**src/rtl/foe_pkg.sv**
```systemverilog
`timescale 1ns / 1ps

package foe_pkg;

  // frame geometry
  localparam int FRAME_WIDTH  = 200;
  localparam int FRAME_HEIGHT = 200;
  localparam int ROW_BYTES    = (FRAME_WIDTH + 7) / 8;
  localparam int FRAME_BYTES  = ROW_BYTES * FRAME_HEIGHT;
  localparam int ADDR_W       = (FRAME_BYTES > 1) ? $clog2(FRAME_BYTES) : 1;
  localparam int COL_W        = (ROW_BYTES > 1) ? $clog2(ROW_BYTES) : 1;

  // transaction field widths
  localparam int COORD_W = 9;
  localparam int PIDX_W  = 15;

  // panel index / ROW_BYTES by reciprocal multiply, exact for 15-bit indices
  localparam int RECIP_SHIFT = 24;
  localparam int RECIP       = ((1 << RECIP_SHIFT) + ROW_BYTES - 1) / ROW_BYTES;
  localparam int PROD_W      = PIDX_W + RECIP_SHIFT + 1;

  // command queue between front and back
  localparam int QUEUE_DEPTH = 2;
  localparam int QPTR_W      = (QUEUE_DEPTH > 1) ? $clog2(QUEUE_DEPTH) : 1;

  localparam logic [7:0] WHITE_BYTE = 8'hFF;
  localparam logic [7:0] BLACK_BYTE = 8'h00;

  // register port
  localparam int PADDR_W = 4;
  localparam int PDATA_W = 32;

  typedef enum logic [1:0] {
    REG_MIRROR_X  = 2'd0,
    REG_MIRROR_Y  = 2'd1,
    REG_SWAP_AXES = 2'd2
  } reg_idx_e;

  typedef enum logic [1:0] {
    KIND_FILL  = 2'd0,
    KIND_PIXEL = 2'd1,
    KIND_READ  = 2'd2
  } kind_e;

  typedef enum logic [1:0] {
    OP_FILL,
    OP_PIXEL,
    OP_READ,
    OP_REJECT
  } op_e;

  typedef struct packed {
    logic [1:0]         kind;
    logic [COORD_W-1:0] pos_x;
    logic [COORD_W-1:0] pos_y;
    logic               colour_black;
    logic [PIDX_W-1:0]  panel_index;
  } in_t;

  typedef struct packed {
    logic       status;
    logic [7:0] panel_byte;
  } out_t;

  typedef struct packed {
    logic mirror_x;
    logic mirror_y;
    logic swap_axes;
  } cfg_t;

  typedef struct packed {
    op_e                op;
    logic               colour_black;
    logic [ADDR_W-1:0]  addr;
    logic [2:0]         bit_pos;
    logic [COORD_W-1:0] row;
    logic [COL_W-1:0]   col;
  } cmd_t;

  typedef enum logic [1:0] {
    FS_IDLE,
    FS_EST,
    FS_PUSH
  } front_state_e;

  typedef enum logic [2:0] {
    BS_CLEAR,
    BS_IDLE,
    BS_FILL,
    BS_PIX_RD,
    BS_PIX_WR,
    BS_READ,
    BS_DONE
  } back_state_e;

endpackage

```
**src/rtl/foe_front.sv**
```systemverilog
`timescale 1ns / 1ps

module foe_front (
  input  logic          clk_i,
  input  logic          rst_ni,
  input  foe_pkg::in_t  in_data_i,
  input  logic          in_valid_i,
  output logic          in_ready_o,
  input  logic          init_busy_i,
  output foe_pkg::cmd_t cmd_o,
  output logic          cmd_valid_o,
  input  logic          cmd_ready_i
);
  import foe_pkg::*;

  front_state_e          state_q, state_d;
  in_t                   item_q;
  cmd_t                  cmd_q, cmd_d;
  logic [PROD_W-1:0]     prod_q, prod_d;
  logic [15:0]           pix_addr;
  logic [COORD_W-1:0]    quot;
  logic [PIDX_W-1:0]     rem;

  always_ff @(posedge clk_i or negedge rst_ni) begin
    if (!rst_ni) begin
      state_q <= FS_IDLE;
    end else begin
      state_q <= state_d;
    end
  end

  always_ff @(posedge clk_i) begin
    if (in_valid_i && in_ready_o) begin
      item_q <= in_data_i;
    end
    if (state_q == FS_EST) begin
      cmd_q  <= cmd_d;
      prod_q <= prod_d;
    end
  end

  // classify and range check
  always_comb begin
    pix_addr = 16'(item_q.pos_y) * 16'(ROW_BYTES) + 16'(item_q.pos_x[COORD_W-1:3]);
    prod_d   = PROD_W'(item_q.panel_index) * PROD_W'(RECIP);
    cmd_d              = '0;
    cmd_d.colour_black = item_q.colour_black;
    cmd_d.addr         = pix_addr[ADDR_W-1:0];
    cmd_d.bit_pos      = item_q.pos_x[2:0];
    case (kind_e'(item_q.kind))
      KIND_FILL: begin
        cmd_d.op = OP_FILL;
      end
      KIND_PIXEL: begin
        if ((10'(item_q.pos_x) < 10'(FRAME_WIDTH)) &&
            (10'(item_q.pos_y) < 10'(FRAME_HEIGHT))) begin
          cmd_d.op = OP_PIXEL;
        end else begin
          cmd_d.op = OP_REJECT;
        end
      end
      KIND_READ: begin
        if (16'(item_q.panel_index) < 16'(FRAME_BYTES)) begin
          cmd_d.op = OP_READ;
        end else begin
          cmd_d.op = OP_REJECT;
        end
      end
      default: begin
        cmd_d.op = OP_REJECT;
      end
    endcase
  end

  // panel row and byte column from the registered product
  always_comb begin
    quot      = prod_q[RECIP_SHIFT +: COORD_W];
    rem       = item_q.panel_index - PIDX_W'(16'(quot) * 16'(ROW_BYTES));
    cmd_o     = cmd_q;
    cmd_o.row = quot;
    cmd_o.col = rem[COL_W-1:0];
  end

  always_comb begin
    state_d     = state_q;
    in_ready_o  = 1'b0;
    cmd_valid_o = 1'b0;
    case (state_q)
      FS_IDLE: begin
        in_ready_o = !init_busy_i;
        if (in_valid_i && !init_busy_i) begin
          state_d = FS_EST;
        end
      end
      FS_EST: begin
        state_d = FS_PUSH;
      end
      FS_PUSH: begin
        cmd_valid_o = 1'b1;
        if (cmd_ready_i) begin
          state_d = FS_IDLE;
        end
      end
      default: begin
        state_d = FS_IDLE;
      end
    endcase
  end

endmodule

```
**config.mk**
```make
export PLATFORM = sky130hd
export DESIGN_NAME = foe_front
export DESIGN_NICKNAME = d
export VERILOG_FILES = /design/src/rtl/foe_pkg.sv /design/src/rtl/foe_front.sv
export SDC_FILE = /design/constraint.sdc
export NUM_CORES = 1
export LEC_CHECK = 0
export BUFFER_PORTS_ARGS = -buffer_cell sky130_fd_sc_hd__buf_2
export CAP_MARGIN = 40
export CORE_MARGIN = 2
export CORE_UTILIZATION = 45
export CTS_CLUSTER_SIZE = 8
export DETAILED_ROUTE_END_ITERATION = 16
export PLACE_DENSITY = 0.74
export SETUP_SLACK_MARGIN = 0.15
export SYNTH_ARGS = -nofsm -noshare
export SYNTH_HDL_FRONTEND = slang
export SYNTH_SLANG_ARGS = --single-unit
```
**constraint.sdc**
```tcl
create_clock -name clk_i -period 6.3 [get_ports clk_i]
set_clock_uncertainty 0.1 [all_clocks]
set_input_delay 0.63 -clock clk_i [delete_from_list [all_inputs] [get_ports clk_i]]
set_output_delay 0.63 -clock clk_i [all_outputs]
set_load 0.005 [all_outputs]
```
==> impl_metrics.env <==
export IMPL_cp_startpoint="item_q[0]"
export IMPL_antenna_left=0
export IMPL_slew_headroom=0.437
export IMPL_core_area_um2=17400
export IMPL_p_per_area_nw_per_um2=457
export IMPL_rsz0062_at_grt="no"
export IMPL_syn_avg_cell_area_um2=11.2
export IMPL_tns_ns=0
export IMPL_dp_hpwl_um=14100
export IMPL_insertedDiodeCount=0
export IMPL_viasPerCell=4.87
export IMPL_finalSetupViolations=0
export IMPL_start_kind="register"
export IMPL_clockBufferDepth=2
export IMPL_clock_sinks=66
export IMPL_min_from="cmd_d[16]"
export IMPL_synth_top_family_by_area="adder cells"
export IMPL_first_iter_violations=170
export IMPL_peakVddDrop_mv=0.314
export IMPL_reg2reg_from="item_q[0]"
export IMPL_finalMaxSlewViolations=0
export IMPL_crit_path_top_delay_cell="fa_1"
export IMPL_synthAdderAreaFrac=0.516
export IMPL_clkLatencyLatePin_ns=0.34
export IMPL_synth_seq_area_share=0.245
export IMPL_synth_edf_count=64
export IMPL_crit_path_frequent_cell="fa_1"
export IMPL_die_y_um=138
export IMPL_final_cells=1041
export IMPL_initial_core_util=0.462
export IMPL_final_nets=1124
export IMPL_timing_hold_ws_ns=0.317
export IMPL_maxCapViolCount=0
export IMPL_antenna_found_initial=0
export IMPL_drc=0
export IMPL_place_gp_congestion=0.952
export IMPL_crit_required_ns=6.26
export IMPL_dr_pass1_iters=4
export IMPL_hold_violations=0
export IMPL_synthMuxAreaShare=0
export IMPL_htreeDepth=3
export IMPL_slowest_delay_ns=0.54
export IMPL_period_share=0.953
export IMPL_path_buf_inv=4
export IMPL_max_freq_mhz=167
export IMPL_design_power_total_mw=4.15
export IMPL_synth_xor_xnor_area_share=0.0348
export IMPL_tightest_slew_ns=0.845
export IMPL_syn_num_nets=1030
export IMPL_synth_seq_cells=66
export IMPL_path_max_fanout=6
export IMPL_gr_usage_all_layers=0.186
export IMPL_critPathTopFamily="adder cells"
export IMPL_synth_compound_area_frac=0.0663
export IMPL_ys_warn_count=0
export IMPL_synthToLayoutAreaGrowth_pct=12.8
export IMPL_synth_top_area_cell="ha_1"
export IMPL_status="completed"
export IMPL_synthTopCellsByArea="ha_1 (27%), fa_1 (25%), edfxtp_1 (24%), inv_1 (9.5%), xnor2_1 (2.8%)"
export IMPL_synth_ff_type="edfxtp_1"
export IMPL_root_buffer="clkbuf_16"
export IMPL_row_count=48
export IMPL_yosysTopAreaCellShare=0.267
export IMPL_die_area_um2=19000
export IMPL_cts_inserted_buffers=9
export IMPL_critPathCaptureType="register"
export IMPL_drive_above_1_share=0.136
export IMPL_grt_pass1_vias=5487
export IMPL_routed_via_count=5069
export IMPL_cts_tree="built"
export IMPL_clkTransAtPathRegs_ns=0.06
export IMPL_async_flop_share=0.0303
export IMPL_power_leakage_nw=4.72
export IMPL_worstSetupPathType="register to register"
export IMPL_worstHoldPathType="register to register"
export IMPL_wl_per_cell_um=15.6
export IMPL_port_buffers=75
export IMPL_synth_cells=717
export IMPL_grt_max_degree=37
export IMPL_ios=76
export IMPL_overflow=0
export IMPL_finalWirelength_um=16300
export IMPL_layout_min_cycle_time_ns=6.00
export IMPL_crit_chain="inv_1, fa_1, fa_1, inv_1, ha_1, fa_1, fa_1, inv_1, fa_1, inv_1, ha_1, a211oi_2, o211ai_1, a221oi_1, o2111a_2, nor4_1, or3b_1"
export IMPL_cp_data_arrival_time_ns=5.97
export IMPL_die_w_um=138
export IMPL_placed_cells=1019
export IMPL_grt_pass1_wl_um=26600
export IMPL_netlist_area_um2=8050
export IMPL_synthDistinctLibCells=48
export IMPL_synth_simple_area_share=0.0404
-- per-layer routing --
metal  wire [um]  vias to the layer above  track usage
li1            -                     2521            -
met1        7180                     2417        0.234
met2        7970                      104        0.325
met3         722                       27       0.0313
met4         422                        0       0.0607
met5           0                        -            0
-- cell usage in the layout, fill, tap and decap left out, types with 3 or more instances in the layout --
cell type,count
inv_1,203
ha_1,172
fa_1,100
buf_2,75
edfxtp_1,64
xnor2_1,26
a21oi_1,22
a21o_1,18
nor2_1,17
nand2_1,14
clkbuf_16,9
buf_4,9
xor2_1,6
nand3_1,6
o21ai_0,5
nor3_1,5
nor2b_1,4
o21a_1,3
o31ai_1,3
o2111ai_1,3
o211ai_1,3
nand4_1,3
-- cells by family after synthesis --
group                    count (synthesis)
adder cells (fa/ha/maj)                272
buffers and inverters                  206
AO/OA/AOI/OAI                           77
flip-flops                              66
AND/OR/NAND/NOR                         64
XOR/XNOR                                32
-- sequential cells by signal (all words and copies together) (netlist names) --
name	count
cmd_d	4
prod_q	9
state_q	2
item_q	32
cmd_o	19
-- synth_stat cells (3+ instances only) --
cell / n
inv_1: 204
ha_1: 172
fa_1: 100
edfxtp_1: 64
xnor2_1: 26
a21oi_1: 22
a21o_1: 18
nor2_1: 17
nand2_1: 14
nand3_1: 6
xor2_1: 6
nor2b_1: 5
nor3_1: 5
o21ai_0: 5
o2111ai_1: 4
nand4_1: 3
o211ai_1: 3
o21a_1: 3
o31ai_1: 3
-- where the power goes --
group / switching, mW / internal, mW
registers: 0.0441 / 0.604
logic: 1.71 / 1.29
clock network: 0.197 / 0.309
-- final cells by class --
class / instances / area [um^2]
multi-input combinational: 445 / 5300
inverter: 204 / 766
clock buffer: 9 / 225
sequential: 66 / 1970
tap: 225 / 282
fill: 1529 / 8340
timing repair buffer: 85 / 453
clock inverter: 7 / 76.3
-- worst paths after layout --
check	to	slack [ns]	cells after the start
setup / recovery	prod_q[29]	0.30	17
hold / removal	cmd_o[16]	0.32	0
setup reg to reg	prod_q[29]	0.30	17
hold reg to reg	cmd_o[16]	0.32	0
max in group asynchronous	state_q[0]	5.49	2
min in group asynchronous	state_q[1]	0.51	2
-- stage by stage --
| stage | setup slack (ns) | cell area [um^2] | util |
|---|---|---|---|
| floorplan | 0.868 | 8050 | - |
| global placement | 0.445 | 8720 | 0.501 |
| detailed placement | 0.324 | 8720 | 0.501 |
| CTS | 0.329 | 9030 | 0.519 |
| global route | 0.151 | 9080 | 0.521 |
| finish | 0.296 | 9080 | 0.521 |
-- repair_timing --
item	in CTS	in global routing
setup endpoints to repair	0	6
gates resized for setup	0	2
setup buffers	0	5
endpoints found under the hold margin	2	0
hold buffers	1	0
(Power assumes the default switching activity.)
