File: config.mk
export PLATFORM = sky130hd
export DESIGN_NAME = foe_fifo
export DESIGN_NICKNAME = d
export VERILOG_FILES = /design/src/rtl/foe_pkg.sv /design/src/rtl/foe_fifo.sv
export SDC_FILE = /design/constraint.sdc
export NUM_CORES = 1
export LEC_CHECK = 0
export ABC_CLOCK_PERIOD_IN_PS = 3100
export BUFFER_PORTS_ARGS = -buffer_cell sky130_fd_sc_hd__buf_2
export CAP_MARGIN = 20
export CORE_MARGIN = 2
export CORE_UTILIZATION = 39
export DETAILED_ROUTE_END_ITERATION = 8
export GPL_TIMING_DRIVEN = 0
export PLACE_DENSITY_LB_ADDON = 0.25
export REMOVE_ABC_BUFFERS = 1
export SKIP_LAST_GASP = 1
export SYNTH_ARGS = -nofsm -noshare
export SYNTH_HDL_FRONTEND = slang
export SYNTH_SLANG_ARGS = --single-unit
File: constraint.sdc
create_clock -name clk_i -period 3.1 [get_ports clk_i]
set_input_delay 0.465 -clock clk_i [delete_from_list [all_inputs] [get_ports clk_i]]
set_output_delay 0.465 -clock clk_i [all_outputs]
set_load 0.01 [all_outputs]
File: src/rtl/foe_pkg.sv
`timescale 1ns / 1ps

package foe_pkg;

  // frame geometry
  localparam int FRAME_WIDTH  = 200;
  localparam int FRAME_HEIGHT = 200;
  localparam int ROW_BYTES    = (FRAME_WIDTH + 7) / 8;
  localparam int FRAME_BYTES  = ROW_BYTES * FRAME_HEIGHT;
  localparam int ADDR_W       = (FRAME_BYTES > 1) ? $clog2(FRAME_BYTES) : 1;
  localparam int COL_W        = (ROW_BYTES > 1) ? $clog2(ROW_BYTES) : 1;

  // transaction field widths
  localparam int COORD_W = 9;
  localparam int PIDX_W  = 15;

  // panel index / ROW_BYTES by reciprocal multiply, exact for 15-bit indices
  localparam int RECIP_SHIFT = 24;
  localparam int RECIP       = ((1 << RECIP_SHIFT) + ROW_BYTES - 1) / ROW_BYTES;
  localparam int PROD_W      = PIDX_W + RECIP_SHIFT + 1;

  // command queue between front and back
  localparam int QUEUE_DEPTH = 2;
  localparam int QPTR_W      = (QUEUE_DEPTH > 1) ? $clog2(QUEUE_DEPTH) : 1;

  localparam logic [7:0] WHITE_BYTE = 8'hFF;
  localparam logic [7:0] BLACK_BYTE = 8'h00;

  // register port
  localparam int PADDR_W = 4;
  localparam int PDATA_W = 32;

  typedef enum logic [1:0] {
    REG_MIRROR_X  = 2'd0,
    REG_MIRROR_Y  = 2'd1,
    REG_SWAP_AXES = 2'd2
  } reg_idx_e;

  typedef enum logic [1:0] {
    KIND_FILL  = 2'd0,
    KIND_PIXEL = 2'd1,
    KIND_READ  = 2'd2
  } kind_e;

  typedef enum logic [1:0] {
    OP_FILL,
    OP_PIXEL,
    OP_READ,
    OP_REJECT
  } op_e;

  typedef struct packed {
    logic [1:0]         kind;
    logic [COORD_W-1:0] pos_x;
    logic [COORD_W-1:0] pos_y;
    logic               colour_black;
    logic [PIDX_W-1:0]  panel_index;
  } in_t;

  typedef struct packed {
    logic       status;
    logic [7:0] panel_byte;
  } out_t;

  typedef struct packed {
    logic mirror_x;
    logic mirror_y;
    logic swap_axes;
  } cfg_t;

  typedef struct packed {
    op_e                op;
    logic               colour_black;
    logic [ADDR_W-1:0]  addr;
    logic [2:0]         bit_pos;
    logic [COORD_W-1:0] row;
    logic [COL_W-1:0]   col;
  } cmd_t;

  typedef enum logic [1:0] {
    FS_IDLE,
    FS_EST,
    FS_PUSH
  } front_state_e;

  typedef enum logic [2:0] {
    BS_CLEAR,
    BS_IDLE,
    BS_FILL,
    BS_PIX_RD,
    BS_PIX_WR,
    BS_READ,
    BS_DONE
  } back_state_e;

endpackage

File: src/rtl/foe_fifo.sv
`timescale 1ns / 1ps

module foe_fifo (
  input  logic          clk_i,
  input  logic          rst_ni,
  input  foe_pkg::cmd_t cmd_i,
  input  logic          push_valid_i,
  output logic          push_ready_o,
  output foe_pkg::cmd_t cmd_o,
  output logic          pop_valid_o,
  input  logic          pop_ready_i
);
  import foe_pkg::*;

  cmd_t              entries_q [QUEUE_DEPTH];
  logic [QPTR_W-1:0] wr_ptr_q, rd_ptr_q;
  logic [QPTR_W:0]   count_q;
  logic              push, pop;

  function automatic logic [QPTR_W-1:0] ptr_next(logic [QPTR_W-1:0] ptr);
    if (ptr == QPTR_W'(QUEUE_DEPTH - 1)) begin
      return '0;
    end
    return ptr + 1'b1;
  endfunction

  assign push_ready_o = (count_q != (QPTR_W + 1)'(QUEUE_DEPTH));
  assign pop_valid_o  = (count_q != '0);
  assign push         = push_valid_i && push_ready_o;
  assign pop          = pop_valid_o && pop_ready_i;
  assign cmd_o        = entries_q[rd_ptr_q];

  always_ff @(posedge clk_i or negedge rst_ni) begin
    if (!rst_ni) begin
      wr_ptr_q <= '0;
      rd_ptr_q <= '0;
      count_q  <= '0;
    end else begin
      if (push) begin
        wr_ptr_q <= ptr_next(wr_ptr_q);
      end
      if (pop) begin
        rd_ptr_q <= ptr_next(rd_ptr_q);
      end
      count_q <= count_q + (QPTR_W + 1)'(push) - (QPTR_W + 1)'(pop);
    end
  end

  always_ff @(posedge clk_i) begin
    if (push) begin
      entries_q[wr_ptr_q] <= cmd_i;
    end
  end

endmodule

==> results of run 1 <==
synthesized netlist by cell type (all sizes together):
| library cell | number | area (um2) |
|---|---|---|
| edfxtp | 66 | 1982 |
| mux2 | 33 | 371.6 |
| buf | 4 | 38.78 |
| dfrtp | 4 | 100.1 |
| nor2 | 3 | 11.26 |
| xnor2 | 3 | 26.28 |
| nand2 | 2 | 7.510 |
| a211oi | 1 | 7.510 |
| a21bo | 1 | 10.01 |
| a32oi | 1 | 8.760 |
| and3 | 1 | 6.260 |
| ha | 1 | 12.51 |
| nand2b | 1 | 6.260 |
| nand3 | 1 | 5.000 |
| nor2b | 1 | 6.260 |
| o21ai | 1 | 5.000 |
| or2 | 1 | 6.260 |
area by class of cell:
class / instances / area share, %
clock buffers: 10 / 3.926
clock inverters: 5 / 1.578
multi-input cells: 51 / 15.36
flip-flops and latches: 70 / 64.09
well taps: 77 / 2.964
repair buffers: 73 / 12.09
per-stage QoR:
step                      TNS, ps  total power, mW  instance area [um2]  worst slack [ps]
after floorplan                 0            1.940                 2572             572.4
after global placement     -12290            2.284                 3024            -372.9
after detailed placement        0            2.316                 3062              1132
after CTS                       0            2.995                 3251             762.7
after global routing            0            3.102                 3251             715.8
final                           0            2.939                 3251             840.2
timing repair:
action,CTS,global route
setup endpoints to repair,0,0
hold buffers,1,0
hold endpoints to repair,4,0
final timing paths:
check	from	endpoint	slack (ps)	depth (start not counted)
worst max-delay path	rd_ptr_q$_DFFE_PN0P_	cmd_o[18]	840	2
worst min-delay path	cmd_i[1]	entries_q[0][1]$_DFFE_PP_	310	1
worst max register to register	count_q[0]$_DFF_PN0_	entries_q[1][20]$_DFFE_PP_	1350	2
worst min register to register	wr_ptr_q$_DFFE_PN0P_	wr_ptr_q$_DFFE_PN0P_	550	1
max in group asynchronous	rst_ni	rd_ptr_q$_DFFE_PN0P_	2510	2
min in group asynchronous	rst_ni	count_q[0]$_DFF_PN0_	450	2
routing by layer:
metal	vias to the layer above	global-route usage, %	share of wire [%]
met5	-	0	0
met4	0	7.792	1.4
met3	8	5.005	6.5
met2	48	18.82	48
met1	635	13.35	44
li1	649	-	-
logic make-up after synthesis:
| family | Yosys count | share of synthesized area [%] |
|---|---|---|
| flip-flops | 70 | 79.73 |
| XOR/XNOR | 3 | 1.006 |
| AO/OA/AOI/OAI | 4 | 1.198 |
| adder cells (fa/ha/maj) | 1 | 0.4791 |
| buffers and inverters | 4 | 1.485 |
| multiplexers | 33 | 14.23 |
| AND/OR/NAND/NOR | 10 | 1.869 |
sequential cells by signal, summed over array words and instances (netlist names):
| register | flops |
|---|---|
| count_q | 2 |
| entries_q | 66 |
| rd_ptr_q | 1 |
| wr_ptr_q | 1 |
critical path: stages (launching register included):
cell	delay (ps)
dfrtp_2	890
mux2_2	410
buf_2	140
cell usage in the layout (no fill, tap or decap), drive strengths merged, types with 2 or more instances in the layout:
cell and instances:
buf 72, clkbuf 10, clkinv 3, dfrtp 4, edfxtp 66, mux2 33
nand2 2, nor2 3, xnor2 3
report_power, final:
group | switching [mW] | internal [mW] | total, mW
clock | 0.314 | 0.361 | 0.676
combinational | 0.389 | 0.426 | 0.815
sequential | 0.153 | 1.30 | 1.45
==> impl_metrics.toml, run 1 <==
[cells_and_area]
fin_util_pct = 50.61
fillers = 558
antennaDiodeCount = 0
multiInputGateArea_um2 = 499.2
instances_no_fill = 286
num-nets-final = 243
areaGrowthSynthToFinish_pct = 24.49
seq_area_mm2 = 0.002083
drive_gt1_share_pct = 58.37

[global_route]
grt_max_degree = 35
grt_pass1_wl_um = 6279
antenna_found_initial = 0
grt_overflow = 0
grtUsageTotal_pct = 11.96
grt_pass1_vias = 1279

[die]
ioPinCount = 72
chipWidth_um = 85.83
fp.coreArea_mm2 = 0.006422
die_h_um = 85.83
start_util_pct = 40.66
row_count = 29
dieArea_mm2 = 0.007366

[timing]
max_freq_mhz = 442.5
period_needed_ps = 2260
tightest_slew_ps = 819.9
timing.hold.ws_ps = 310.0
slew_headroom_pct = 45.34
fin_skew_ps = 4.887
slew_violations = 0
period_share_pct = 72.90
setup_viol_count_final = 0
hold_viol = 0
grt_setup_unrepaired = "no"

[setup_path]
worst-endpoint-required_ps = 2630
cp.arrival_ps = 1790
worstPathMaxFanout = 34
endpoint_kind = "output port"
crit_type = "reg -> out"
start_kind = "flop"

[routing]
drc = 0
first_pass_iters = 6
wirelength_um = 4254
viasPerCell = 4.685
via_count = 1340
wl_per_cell_um = 14.87
drtIter0Drc = 50
postRouteAntennaNets = 0

[clocking]
insertion_delay_ps = 340
postCtsSetupRepairBufs = 0
cts_resized = 0
cts_max_path_buffers = 2
cts.clk_slew.worst_paths_ps = 70
cts_buffers = 9
cts_sinks = 70
cts_tree = "done"
root_buffer = "clkbuf_8"
htree_levels = 3

[worst_hold_path]
min_path_type = "in -> reg"

[logic_synthesis]
seq_area_frac_synth_pct = 79.73
ys.warnings.count = 0
ys_ff_latch = 70
ys_types = 18
syn_area_mm2 = 0.002611
postSynthAreaPerCell_um2 = 20.89
syn_inst = 125

[place]
gp_congestion = 0.6440
port-buffer-count = 71
hpwl_um = 2624
dp_cells = 270

[power]
p_leak_nw = 1.224
vdd_drop_max_v = 0.0004967
power_density_mw_per_mm2 = 904.2

[run_status]
status = "completed"

[flow_run]
cap_violations = 0
(Power assumes the default switching activity.)
==> run 2: changes to the inputs <==
--- a/config.mk
+++ b/config.mk
@@ -5,7 +5,8 @@
 export SDC_FILE = /design/constraint.sdc
 export NUM_CORES = 1
 export LEC_CHECK = 0
-export ABC_CLOCK_PERIOD_IN_PS = 3100
+export ABC_AREA = 1
+export ABC_CLOCK_PERIOD_IN_PS = 1850
 export BUFFER_PORTS_ARGS = -buffer_cell sky130_fd_sc_hd__buf_2
 export CAP_MARGIN = 20
 export CORE_MARGIN = 2
==> constraint.sdc (replaced) <==
create_clock -name clk_i -period 1.85 [get_ports clk_i]
set_input_delay 0.2775 -clock clk_i [delete_from_list [all_inputs] [get_ports clk_i]]
set_output_delay 0.2775 -clock clk_i [all_outputs]
set_load 0.01 [all_outputs]
==> impl_metrics.toml, run 2 <==
[global_route]
grtUsageTotal_pct = 13.17
antenna_found_initial = 0
grt_max_degree = 35
grt_pass1_vias = 1611
grt_pass1_wl_um = 7203
grt_overflow = 0

[timing]
tightest_slew_ps = 459.9
setup_tns_ps = 0
slew_headroom_pct = 69.34
grt_setup_unrepaired = "no"
slew_violations = 0
period_needed_ps = 1737
setup_viol_count_final = 0
period_share_pct = 93.89
hold_viol = 0
fin_skew_ps = 7.817
max_freq_mhz = 575.7

[cells_and_area]
num-nets-final = 321
seq_area_mm2 = 0.002083
regMostFlops = "entries_q"
fin_util_pct = 50.22
fillers = 620
drive_gt1_share_pct = 32.99
top_regs = "entries_q (66), count_q (2)"
areaGrowthSynthToFinish_pct = 26.21
antennaDiodeCount = 0
largest_reg_flops = 66
final_cell_mix = "nand2_1 (105), buf_2 (71), edfxtp_1 (66)"
multiInputGateArea_um2 = 498.0
layout_commonest_cell = "nand2_1"

[clocking]
insertion_delay_ps = 330
cts_sinks = 70
cts_buffers = 9
cts_tree = "done"
root_buffer = "clkbuf_8"
htree_levels = 3
cts.clk_slew.worst_paths_ps = 70
cts_max_path_buffers = 2

[setup_path]
slowest_stage = "dfrtp_2"
endpoint_kind = "output port"
path_cells = "buf_16 -> nand2_1 -> nand2_1 -> buf_2"
endpoint = "cmd_o[4]"
slowest_delay_ps = 660
timing.rr.end = "entries_q[1][19]$_DFFE_PP_"
cp.arrival_ps = 1460
worst-endpoint-required_ps = 1570
ff2ff_setup_slack_ps = 350
r2r_cells = 5
crit_type = "reg -> out"
r2r_start = "count_q[0]$_DFF_PN0_"
crit_path_frequent_cell = "nand2_1"
start_kind = "flop"
crit_start = "rd_ptr_q$_DFFE_PN0P_"
worstPathMaxFanout = 18

[logic_synthesis]
seq_area_frac_synth_pct = 78.31
postSynthAreaPerCell_um2 = 13.03
synth-edff-count = 66
synth_top_area_share_pct = 74.54
synth_top_cell_by_area = "edfxtp_1"
ys.warnings.count = 0
async_flop_share_pct = 5.714
ys_ff_latch = 70
syn_area_mm2 = 0.002659
synth.most_common_cell = "nand2_1"
syn_inst = 204
ys_types = 17
synthTopCellsByArea = "edfxtp_1 (75%), nand2_1 (15%), dfrtp_1 (3.8%)"
synth_common_cells = "nand2_1 (105), edfxtp_1 (66), inv_1 (7)"
synth_ff_type = "edfxtp_1"

[routing]
via_count = 1680
wirelength_um = 4738
wl_per_cell_um = 12.88
first_pass_iters = 4
drc = 0
drtIter0Drc = 66
viasPerCell = 4.565
postRouteAntennaNets = 0

[power]
p_leak_nw = 1.469
vdd_drop_max_v = 0.0008452
power_density_mw_per_mm2 = 1598

[die]
dieArea_mm2 = 0.007494
die_h_um = 86.57
fp.coreArea_mm2 = 0.006681
ioPinCount = 72
start_util_pct = 39.79
chipWidth_um = 86.57
row_count = 30

[place]
gp_congestion = 0.6918
hpwl_um = 3015
port-buffer-count = 71

[flow_run]
cap_violations = 0

[run_status]
status = "completed"

[worst_hold_path]
min_path_type = "in -> reg"
==> run 2: cells by family (layout without fill, tap and decap cells) <==
group | Yosys count | count (layout) | synth area share (%)
fa+ha+maj | 1 | 1 | 0.4705
buf+inv | 15 | 99 | 3.435
flops | 70 | 70 | 78.31
simple gates | 115 | 115 | 17.08
compound gates | 2 | 2 | 0.3761
xor+xnor | 1 | 1 | 0.3295
==> run 2: final cells by class <==
type,count,share of cell area (%)
multi-input combinational,119,14.84
timing repair buffer,75,12.90
tap,80,2.983
clock buffer,10,3.803
inverter,8,1.119
clock inverter,6,2.274
sequential,70,62.08
==> run 2: power by group <==
| group | switching, mW | internal (mW) |
|---|---|---|
| Combinational | 1.08 | 0.658 |
| Sequential | 0.189 | 2.17 |
| Clock | 0.524 | 0.744 |
==> run 2: metal layers <==
layer | wire length (um) | share of wire (%) | GRT usage [%] | vias up
met1 | 1970 | 42 | 14.51 | 790
met2 | 2342 | 49 | 21.82 | 48
met3 | 335 | 7.1 | 6.381 | 9
li1 | - | - | - | 833
met4 | 90 | 1.9 | 5.398 | 0
met5 | 0 | 0 | 0 | -
==> run 2: worst min path at each step <==
stage | startpoint | to | slack, ps | cells after the start
floorplan | rst_ni | count_q[0]$_DFF_PN0_ | -20 | 0
global placement | rst_ni | wr_ptr_q$_DFFE_PN0P_ | 90 | 1
detailed placement | rst_ni | wr_ptr_q$_DFFE_PN0P_ | 90 | 1
CTS | cmd_i[29] | entries_q[1][29]$_DFFE_PP_ | 110 | 1
global route | cmd_i[29] | entries_q[0][29]$_DFFE_PP_ | 100 | 1
finish | cmd_i[26] | entries_q[0][26]$_DFFE_PP_ | 130 | 1
==> run 2: stage by stage <==
step / cell area [um2] / cells / power, mW / setup slack, ps / hold WS [ps]
after detailed placement: 3136 / 351 / 4.164 / 55.07 / 93.59
after global placement: 3055 / 348 / 4.000 / -1456 / 93.03
final: 3356 / 368 / 5.364 / 113.0 / 131.6
after global routing: 3356 / 368 / 5.729 / 4.041 / 101.3
after floorplan: 2600 / 197 / 3.305 / -599.6 / -18.09
after CTS: 3353 / 368 / 5.442 / 34.04 / 106.9
==> run 2: critical path: cells and delay by family, from the launching register on <==
family	cells	cell delay, ps
buffers and inverters	2	340
AND/OR/NAND/NOR	2	130
flip-flops	1	660
==> run 2: repair_timing <==
item / CTS / global route
gates resized for setup: 2 / 1
endpoints found under the setup margin: 33 / 29
hold buffers: 1 / 0
hold endpoints to repair: 4 / 0
setup buffers: 0 / 0
==> run 3: changes to the inputs <==
--- a/config.mk
+++ b/config.mk
@@ -6,7 +6,7 @@
 export NUM_CORES = 1
 export LEC_CHECK = 0
 export ABC_AREA = 1
-export ABC_CLOCK_PERIOD_IN_PS = 1850
+export ABC_CLOCK_PERIOD_IN_PS = 1600
 export BUFFER_PORTS_ARGS = -buffer_cell sky130_fd_sc_hd__buf_2
 export CAP_MARGIN = 20
 export CORE_MARGIN = 2
==> constraint.sdc (replaced) <==
create_clock -name clk_i -period 1.6 [get_ports clk_i]
set_input_delay 0.24 -clock clk_i [delete_from_list [all_inputs] [get_ports clk_i]]
set_output_delay 0.24 -clock clk_i [all_outputs]
set_load 0.01 [all_outputs]
==> impl_metrics.toml, run 3 (same netlist as run 2, synthesis figures left out) <==
[run_status]
status = "completed"

[die]
dieArea_mm2 = 0.007494
die_h_um = 86.57
chipWidth_um = 86.57
fp.coreArea_mm2 = 0.006681
ioPinCount = 72
row_count = 30
start_util_pct = 39.79

[routing]
viasPerCell = 4.572
postRouteAntennaNets = 0
drc = 0
first_pass_iters = 4
via_count = 1687
wirelength_um = 4764
drt-met1-wl_um = 1935
dr_wl_met3_um = 341
met2_length_um = 2396
top_layer_used = "met4"
drtIter0Drc = 64
wl_per_cell_um = 12.91

[place]
dp_slack_ps = -157.4
hpwl_um = 3015
port-buffer-count = 71
gp_congestion = 0.6918

[clocking]
htree_levels = 3
insertion_delay_ps = 340
cts.clk_slew.worst_paths_ps = 70
cts_tree = "done"
cts_buffers = 9
cts_max_path_buffers = 2
cts_sinks = 70
root_buffer = "clkbuf_8"

[timing]
period_needed_ps = 1572
grt_setup_unrepaired = "yes"
fin_skew_ps = 10.11
setup_viol_count_final = 0
max_freq_mhz = 636.0
tightest_slew_ps = 331.4
slew_headroom_pct = 77.86
slew_violations = 0
hold_viol = 0
setup_slack_ps = 27.70
period_share_pct = 98.27

[setup_path]
cp.arrival_ps = 1330
endpoint_kind = "output port"
worstPathMaxFanout = 18
start_kind = "flop"
worst-endpoint-required_ps = 1360
crit_type = "reg -> out"

[cells_and_area]
areaGrowthSynthToFinish_pct = 27.25
antennaDiodeCount = 0
top_regs = "entries_q (66), count_q (2)"
fin_util_pct = 50.64
num-nets-final = 322
drive_gt1_share_pct = 33.22
final_cell_mix = "nand2_1 (105), buf_2 (71), edfxtp_1 (66)"
regMostFlops = "entries_q"
largest_reg_flops = 66
layout_commonest_cell = "nand2_1"
fillers = 613

[global_route]
grt_max_degree = 35
antenna_found_initial = 0
grtUsageTotal_pct = 13.19
grt_overflow = 0
grt_pass1_wl_um = 7210
grt_pass1_vias = 1609

[worst_hold_path]
min_path_type = "in -> reg"

[power]
p_leak_nw = 1.479
power_density_mw_per_mm2 = 1859
vdd_drop_max_v = 0.0009769
p_total_mw = 6.290

[flow_run]
cap_violations = 0
run 3: cell count changes in the layout (fill, tap and decap cells not counted):
cell,previous run,this run
buf_12,2,3
inv_12,0,1
inv_8,1,0
dfrtp_2,1,0
dfrtp_4,0,1
run 3: worst max-delay path, stage by stage, from the launching register on:
cell     delay (ps)
dfrtp_4         560
buf_16          190
nand2_1          60
nand2_1          60
buf_2           140
run 3: path summary, 6_finish.rpt:
check	from	endpoint	slack, ps	cells after the start
setup / recovery	rd_ptr_q$_DFFE_PN0P_	cmd_o[4]	30	4
hold / removal	cmd_i[20]	entries_q[0][20]$_DFFE_PP_	90	1
setup reg to reg	count_q[0]$_DFF_PN0_	entries_q[1][19]$_DFFE_PP_	100	5
hold reg to reg	count_q[0]$_DFF_PN0_	count_q[0]$_DFF_PN0_	570	1
max in group asynchronous	rst_ni	rd_ptr_q$_DFFE_PN0P_	1210	2
min in group asynchronous	rst_ni	count_q[0]$_DFF_PN0_	250	2
run 3: layout make-up:
| cell class | count | area (um2) | area share, % |
|---|---|---|---|
| sequential | 70 | 2086 | 61.65 |
| multi-input combinational | 119 | 498.0 | 14.72 |
| timing repair buffer | 76 | 452.9 | 13.39 |
| clock buffer | 10 | 127.6 | 3.772 |
| tap | 80 | 100.1 | 2.959 |
| clock inverter | 6 | 76.32 | 2.256 |
| inverter | 8 | 42.54 | 1.257 |
run 3: timing repair:
item                       4_1_cts  5_1_grt
hold endpoints to repair         4        0
setup buffers                    1        0
setup endpoints to repair       33       33
pin swaps                        0        0
gates resized for setup          5        0
hold buffers                     1        0
run 3: metrics by stage:
step           area (um2)  TNS [ps]  cells  hold slack, ps
6_report             3383         0    369           92.03
3_5_place_dp         3136     -4686    351           56.09
4_1_cts              3383    -1.994    369           69.39
3_3_place_gp         3055   -108440    348           55.53
5_1_grt              3383     -1032    369           63.79
2_1_floorplan        2600    -39000    197          -55.59
run 3: power breakdown:
part | internal [mW] | switching (mW)
combinational | 0.817 | 1.32
sequential | 2.51 | 0.175
clock | 0.860 | 0.611
run 3: metal layers:
| metal | vias to the layer above | global-route usage [%] |
|---|---|---|
| li1 | 835 | - |
| met1 | 793 | 14.39 |
| met2 | 50 | 22.03 |
| met3 | 9 | 6.381 |
| met4 | 0 | 5.398 |
| met5 | - | 0 |
